[config.mk]
export PLATFORM = sky130hd
export DESIGN_NAME = tmma_mac_unit
export DESIGN_NICKNAME = d
export VERILOG_FILES = /design/src/tmma_pkg.sv /design/src/tmma_mac_unit.sv
export SDC_FILE = /design/constraint.sdc
export NUM_CORES = 1
export LEC_CHECK = 0
export BUFFER_PORTS_ARGS = -buffer_cell sky130_fd_sc_hd__clkbuf_2
export CAP_MARGIN = 20
export CORE_ASPECT_RATIO = 0.75
export CORE_UTILIZATION = 50
export CTS_CLUSTER_DIAMETER = 100
export DETAILED_ROUTE_END_ITERATION = 6
export PLACE_DENSITY = 0.69
export SLEW_MARGIN = 20
export SYNTH_ARGS = -nofsm -noshare
export SYNTH_HDL_FRONTEND = slang
export SYNTH_SLANG_ARGS = --single-unit
[constraint.sdc]
create_clock -name clk -period 17 [get_ports clk]
set_clock_uncertainty 0.1 [all_clocks]
set_input_delay 3.4 -clock clk [delete_from_list [all_inputs] [get_ports clk]]
set_output_delay 3.4 -clock clk [all_outputs]
set_load 0.005 [all_outputs]
[src/tmma_pkg.sv]
`timescale 1ns / 1ps

package tmma_pkg;

  // tile geometry
  localparam int TILE_EDGE  = 16;
  localparam int TILE_CELLS = TILE_EDGE * TILE_EDGE;
  localparam int IDX_W      = (TILE_EDGE > 1) ? $clog2(TILE_EDGE) : 1;
  localparam int ADDR_W     = (TILE_CELLS > 1) ? $clog2(TILE_CELLS) : 1;

  // field widths
  localparam int OP_W   = 3;
  localparam int POS_W  = 4;
  localparam int FAC_W  = 16;
  localparam int ACC_W  = 48;
  localparam int PROD_W = 2 * FAC_W;
  localparam int CFG_W  = 5;

  localparam logic [CFG_W-1:0] ACTIVE_RESET = CFG_W'(16);

  localparam logic signed [ACC_W-1:0] ACC_MAX = {1'b0, {(ACC_W-1){1'b1}}};
  localparam logic signed [ACC_W-1:0] ACC_MIN = {1'b1, {(ACC_W-1){1'b0}}};

  // request operation codes
  typedef enum logic [OP_W-1:0] {
    OP_WR_A = 3'd0,
    OP_WR_B = 3'd1,
    OP_WR_C = 3'd2,
    OP_MAC  = 3'd3,
    OP_RD_C = 3'd4
  } op_t;

  // tile store access bundle
  typedef struct packed {
    logic                    a_we;
    logic                    b_we;
    logic [ADDR_W-1:0]       ab_waddr;
    logic [FAC_W-1:0]        fac_wdata;
    logic                    c_we;
    logic [ADDR_W-1:0]       c_waddr;
    logic [ACC_W-1:0]        c_wdata;
    logic [ADDR_W-1:0]       a_raddr;
    logic [ADDR_W-1:0]       b_raddr;
    logic [ADDR_W-1:0]       c_raddr;
  } tile_req_t;

  // one mac step travelling down the pipe
  typedef struct packed {
    logic              vld;
    logic              first;
    logic              last;
    logic [ADDR_W-1:0] addr;
  } mac_tag_t;

  // accumulator write-back
  typedef struct packed {
    logic              we;
    logic [ADDR_W-1:0] addr;
    logic [ACC_W-1:0]  data;
  } c_wb_t;

  function automatic logic [ADDR_W-1:0] cell_addr(input logic [IDX_W-1:0] r,
                                                  input logic [IDX_W-1:0] c);
    cell_addr = ADDR_W'(int'(r) * TILE_EDGE + int'(c));
  endfunction

  function automatic logic pos_in_tile(input logic [POS_W-1:0] p);
    pos_in_tile = int'(p) < TILE_EDGE;
  endfunction

endpackage

[src/tmma_mac_unit.sv]
`timescale 1ns / 1ps

module tmma_mac_unit
  import tmma_pkg::*;
(
  input  logic             clk,
  input  logic             rst_n,
  input  mac_tag_t         tag_in,
  input  logic [FAC_W-1:0] a_rdata,
  input  logic [FAC_W-1:0] b_rdata,
  input  logic [ACC_W-1:0] c_rdata,
  output c_wb_t            wb,
  output logic             sat_hit,
  output logic             busy
);

  mac_tag_t                 tag1_r;
  mac_tag_t                 tag2_r;
  logic signed [PROD_W-1:0] prod_r;
  logic signed [PROD_W-1:0] prod_nxt;
  logic [ACC_W-1:0]         c_base_r;
  logic [ACC_W-1:0]         acc_r;
  logic [ACC_W-1:0]         acc_nxt;
  logic [ACC_W-1:0]         base;
  logic [ACC_W:0]           sum;
  logic                     ovf;

  // tag pipe follows memory latency then the product register
  always_ff @(posedge clk) begin
    if (!rst_n) begin
      tag1_r <= '0;
      tag2_r <= '0;
    end else begin
      tag1_r <= tag_in;
      tag2_r <= tag1_r;
    end
  end

  // product stage
  assign prod_nxt = $signed(a_rdata) * $signed(b_rdata);

  always_ff @(posedge clk) begin
    prod_r   <= prod_nxt;
    c_base_r <= c_rdata;
  end

  // saturating accumulate, restart from the stored entry on the first step
  always_comb begin
    base = tag2_r.first ? c_base_r : acc_r;
    sum  = {base[ACC_W-1], base} + {{(ACC_W+1-PROD_W){prod_r[PROD_W-1]}}, prod_r};
    ovf  = sum[ACC_W] != sum[ACC_W-1];
    if (ovf) begin
      acc_nxt = sum[ACC_W] ? ACC_MIN : ACC_MAX;
    end else begin
      acc_nxt = sum[ACC_W-1:0];
    end
  end

  always_ff @(posedge clk) begin
    if (tag2_r.vld) begin
      acc_r <= acc_nxt;
    end
  end

  assign wb.we   = tag2_r.vld && tag2_r.last;
  assign wb.addr = tag2_r.addr;
  assign wb.data = acc_nxt;
  assign sat_hit = tag2_r.vld && ovf;
  assign busy    = tag1_r.vld || tag2_r.vld;

endmodule

==> results of run 1 <==
==> registers in the layout (all words and copies together), names as in the netlist <==
| signal | flops |
|---|---|
| tag1_r | 11 |
| wb | 8 |
| acc_r | 48 |
| prod_r | 32 |
| tag2_r | 3 |
| c_base_r | 48 |
==> worst max-delay path, stage by stage <==
cell and delay [ns]:
clkbuf_2 0.24, and2_1 0.26, fa_1 0.54, inv_1 0.05, fa_1 0.46, fa_1 0.52, inv_1 0.06, fa_1 0.48
fa_1 0.50, inv_1 0.05, fa_1 0.48, inv_1 0.04, ha_1 0.34, nand3_1 0.12, nand2_1 0.08, a221o_1 0.45
a221oi_2 0.39, a21oi_2 0.13, a221oi_2 0.36, o211ai_2 0.16, o41ai_4 0.29, mux2i_1 0.22, nand3_1 0.08
==> cell type report <==
cell class	count	share of cell area, %
diodes	2	0.0263
well taps	450	2.96
clock buffers	17	2.23
multi-input cells	1255	65.4
inverters	309	6.09
clock inverters	15	0.979
flip-flops and latches	150	18.3
repair buffers	153	4.05
==> cells by family (layout without fill, tap and decap cells) <==
logic type	Yosys count	after routing	share of synthesized area [%]
other	0	2	0
muxes	49	49	3.14
AOI/OAI and AO/OA	261	261	10.6
buffers and inverters	384	494	8.91
adders and majority gates	396	396	39.6
DFF	150	150	19.9
xor gates and xnor gates	79	79	4.06
and+or+nand+nor	470	470	13.8
==> path summary, 6_finish.rpt <==
path / to / slack [ns] / start
setup reg to reg: acc_r[29] / 11.61 / tag2_r[9]
hold / removal: wb[50] / 0.33 / tag1_r[2]
hold reg to reg: wb[50] / 0.33 / tag1_r[2]
setup / recovery: prod_r[30] / 7.52 / b_rdata[4]
==> cells in the mapped netlist, drive strengths merged (6+ instances only) <==
master and n:
dfxtp 102, nor2 63, o21ai 56, a21oi 93, nor3 11, nand4 17
inv 309, ha 130, edfxtp 48, a31oi 8, clkbuf 45, xor2 27
a21o 33, buf 30, o21a 13, mux2 47, fa 263, and3 6
xnor2 52, nand2 163, nor2b 7, nand2b 15, and2 151, o21bai 10
nand3 16
==> placed cells by master (no fill, tap or decap), drive strengths merged, types with 15 or more instances in the layout <==
cell type	Yosys	routed
inv	309	318
fa	263	263
clkbuf	45	168
nand2	163	163
and2	151	151
ha	130	130
dfxtp	102	102
a21oi	93	93
nor2	63	63
o21ai	56	56
xnor2	52	52
edfxtp	48	48
mux2	47	47
a21o	33	33
xor2	27	27
nand4	17	17
nand3	16	16
nand2b	15	15
==> stage by stage <==
step / hold slack (ns) / setup slack (ns)
after global routing: 0.350 / 7.23
after CTS: 0.333 / 7.53
after detailed placement: 0.318 / 7.05
final: 0.332 / 7.52
after floorplan: 0.312 / 7.61
after global placement: 0.313 / 7.24
==> per-layer routing <==
metal  GRT usage, %  up-vias  wire length (um)
met2           38.5      379             18500
met4           6.45        0               732
li1               -     5890                 -
met1           33.3     6183             18200
met3           4.26       54              2380
met5              0        -                 0
==> flow_summary.json, run 1 <==
{
  "placed_cells": 2317,
  "end_kind": "flip-flop",
  "cts_hold_buf": 0,
  "netlist_area_um2": 17500,
  "grt_max_degree": 50,
  "vias": 12500,
  "ys_seq_area_share_pct": 19.9,
  "reg2regPathDepth": 15,
  "fin_crit_ns": 9.48,
  "setup_viol": 0,
  "vias_per_cell": 5.32,
  "htree_levels": 4,
  "nets": 2372,
  "dr.first_iter.drc_count": 857,
  "port_buffers": 151,
  "die-area_um2": 35700,
  "tns_ns": 0,
  "synth_area_leader_cell": "fa_1",
  "grt_first_pass_wirelength_um": 67000,
  "final_util_pct": 56.1,
  "grt_usage_pct": 24.0,
  "hold_path.class": "flip-flop to flip-flop",
  "clkTransAtPathRegs_ns": 0.07,
  "initial_core_util_pct": 51.5,
  "cp_max_fo": 16,
  "ios": 152,
  "cts_resized": 0,
  "gr-total-overflow": 0,
  "wl_um": 39800,
  "drv_cap": 0,
  "gp_congestion": 0.897,
  "final_cells": 2351,
  "min_delay_path_depth": 1,
  "clk_latency_ns": 0.44,
  "async_reset_ff_share_pct": 0,
  "postSynthCellCount": 1789,
  "seq_area_um2": 3490,
  "timing.fmax_mhz": 105,
  "cts_setup_buffers": 0,
  "maxSlewViolCount": 0,
  "antenna_found_initial": 2,
  "cts_root_buf": "clkbuf_16",
  "worstPathRequired_ns": 17.23,
  "yosysWarnings": 0,
  "synthDistinctLibCells": 78,
  "ys_seq_elements": 150,
  "synth-edff-count": 48,
  "synthToLayoutAreaGrowth_pct": 8.89,
  "clockBufferDepth": 2,
  "antenna_left": 0,
  "start_kind": "primary input",
  "synth.top_cell.area_share_pct": 30.1,
  "multiInputGateArea_um2": 12500,
  "drt_pass1_iterations": 6,
  "clock_sinks": 150,
  "n_fill_cell": 3016,
  "dp_hpwl_um": 32200,
  "fin_crit_sh_pct": 55.8,
  "synthFlopType": "dfxtp_1",
  "die_w_um": 218,
  "cp.arrival_ns": 9.71,
  "max_slew.worst_pin.slew_ns": 0.928,
  "rsz0062_at_grt": "no",
  "synth_area_leaders": "fa_1, dfxtp_1, ha_1",
  "fin_area_um2": 19000,
  "hold_viol_final": 0,
  "tritoncts": "done",
  "worstSetupPathType": "primary input to flip-flop",
  "coreArea_um2": 34000,
  "drive_gt1_share_pct": 15.6,
  "postSynthAreaPerCell_um2": 9.78,
  "wire_per_inst_um": 16.9,
  "post_dp_cell_area_um2": 18400,
  "grt_pass1_vias": 13300,
  "syn_nets": 2275,
  "die_y_um": 164,
  "drc": 0,
  "outcome": "completed",
  "slew_headroom_pct": 38.1,
  "fp-row-count": 58,
  "cts-buffers-inserted": 17
}
Power of run 1 is not shown: default switching activity piles up to over one toggle a cycle in this logic, so the estimate is an artifact.
==> run 2, diff against run 1 <==
Settings changed: PLACE_DENSITY 0.69 to 0.71.
Clock period 17 ns to 7.95 ns, I/O delays scaled along.
==> run 2 against run 1 <==
Non-clock buffer count is 43 higher. Hold slack better by 0.0018 ns. Die area stayed put. Cell area is 1.7% higher. Global-route usage is 0.95 points higher. Largest cell class unchanged.
==> flow_summary.json, run 2 (synthesized netlist as in run 1, its figures left out) <==
{
  "cts-buffers-inserted": 17,
  "grt_first_pass_wirelength_um": 69200,
  "port_buffers": 151,
  "hold_viol_final": 0,
  "post_dp_cell_area_um2": 18800,
  "ios": 152,
  "clockBufferDepth": 2,
  "worstSetupPathType": "primary input to flip-flop",
  "fin_area_um2": 19400,
  "antennaDiodeCount": 0,
  "end_kind": "flip-flop",
  "grt_max_degree": 50,
  "cp_max_fo": 16,
  "initial_core_util_pct": 51.5,
  "cp.arrival_ns": 7.82,
  "clk_latency_ns": 0.44,
  "drt_pass1_iterations": 5,
  "clock_sinks": 150,
  "dr.first_iter.drc_count": 792,
  "outcome": "completed",
  "dp_hpwl_um": 34300,
  "gp_congestion": 0.906,
  "die_y_um": 164,
  "cts_setup_buffers": 0,
  "hold_path.class": "flip-flop to flip-flop",
  "multiInputGateArea_um2": 12500,
  "placed_cells": 2360,
  "final_common_cell": "inv_1",
  "die_w_um": 218,
  "rsz0062_at_grt": "no",
  "maxSlewViolCount": 0,
  "drv_cap": 0,
  "fin_crit_ns": 7.59,
  "wl_um": 41500,
  "drc": 0,
  "antenna_left": 0,
  "grt_usage_pct": 24.9,
  "fp-row-count": 58,
  "worstPathRequired_ns": 8.18,
  "max_slew.worst_pin.slew_ns": 0.843,
  "drive_gt1_share_pct": 17.5,
  "htree_levels": 4,
  "setup_viol": 0,
  "n_fill_cell": 3038,
  "slew_headroom_pct": 43.1,
  "cts_resized": 0,
  "cts_root_buf": "clkbuf_16",
  "wire_per_inst_um": 17.3,
  "vias": 12800,
  "top_regs": "acc_r: 48 flops, c_base_r: 48 flops, prod_r: 32 flops",
  "clkTransAtPathRegs_ns": 0.07,
  "nets": 2415,
  "grt_pass1_vias": 13700,
  "vias_per_cell": 5.33,
  "synthToLayoutAreaGrowth_pct": 10.7,
  "coreArea_um2": 34000,
  "start_kind": "primary input",
  "final_cell_mix": "inv_1, fa_1, nand2_1",
  "tritoncts": "done",
  "seq_area_um2": 3490,
  "timing.fmax_mhz": 132,
  "die-area_um2": 35700,
  "final_cells": 2392,
  "gr-total-overflow": 0,
  "cts_hold_buf": 0,
  "fin_crit_sh_pct": 95.5,
  "antenna_found_initial": 0
}
run 2: worst max-delay path: stages:
cell      delay [ns]
clkbuf_2        0.36
nand2_1         0.16
fa_1            0.52
fa_1            0.51
fa_1            0.51
inv_1           0.05
fa_1            0.55
fa_1            0.42
fa_1            0.46
ha_1            0.37
a21oi_1         0.19
nand2_1         0.09
a221o_1         0.42
a221oi_2        0.38
a21oi_2         0.12
a221oi_2        0.34
o211ai_2        0.16
o41ai_4         0.28
mux2i_1         0.23
nand3_1         0.08
run 2: path summary, 6_finish.rpt:
check,from,to,slack [ns],depth (start not counted)
max,b_rdata[1],prod_r[30],0.36,20
min,tag1_r[6],wb[54],0.33,1
min reg2reg,tag1_r[6],wb[54],0.33,1
max reg2reg,tag2_r[9],acc_r[46],2.82,15
run 2: metrics by stage:
| step | util [%] | setup TNS (ns) | worst slack, ns | hold WS [ns] |
|---|---|---|---|---|
| floorplan | - | 0 | 0.368 | 0.312 |
| detailed placement | 55.3 | -0.0666 | -0.0666 | 0.321 |
| global placement | 55.3 | 0 | 0.0991 | 0.314 |
| finish | 57.0 | 0 | 0.361 | 0.334 |
| global route | 57.0 | 0 | 0.0815 | 0.351 |
| CTS | 57.0 | 0 | 0.407 | 0.339 |
run 2: cell type report:
cell class	instances	area share, %
multi-input combinational	1255	64.3
sequential	150	18.0
inverter	309	5.99
timing repair buffer	196	5.71
tap	450	2.91
clock buffer	18	2.33
clock inverter	14	0.762
run 2: metal layers:
metal  global-route usage, %  part of all wire, %  vias to the layer above
met3                    4.30                  6.2                       58
met1                    34.7                   46                     6348
met4                    6.64                  2.0                        0
met2                    40.1                   46                      368
met5                       0                    0                        -
li1                        -                    -                     5986
Power of run 2 is left out for the same reason.
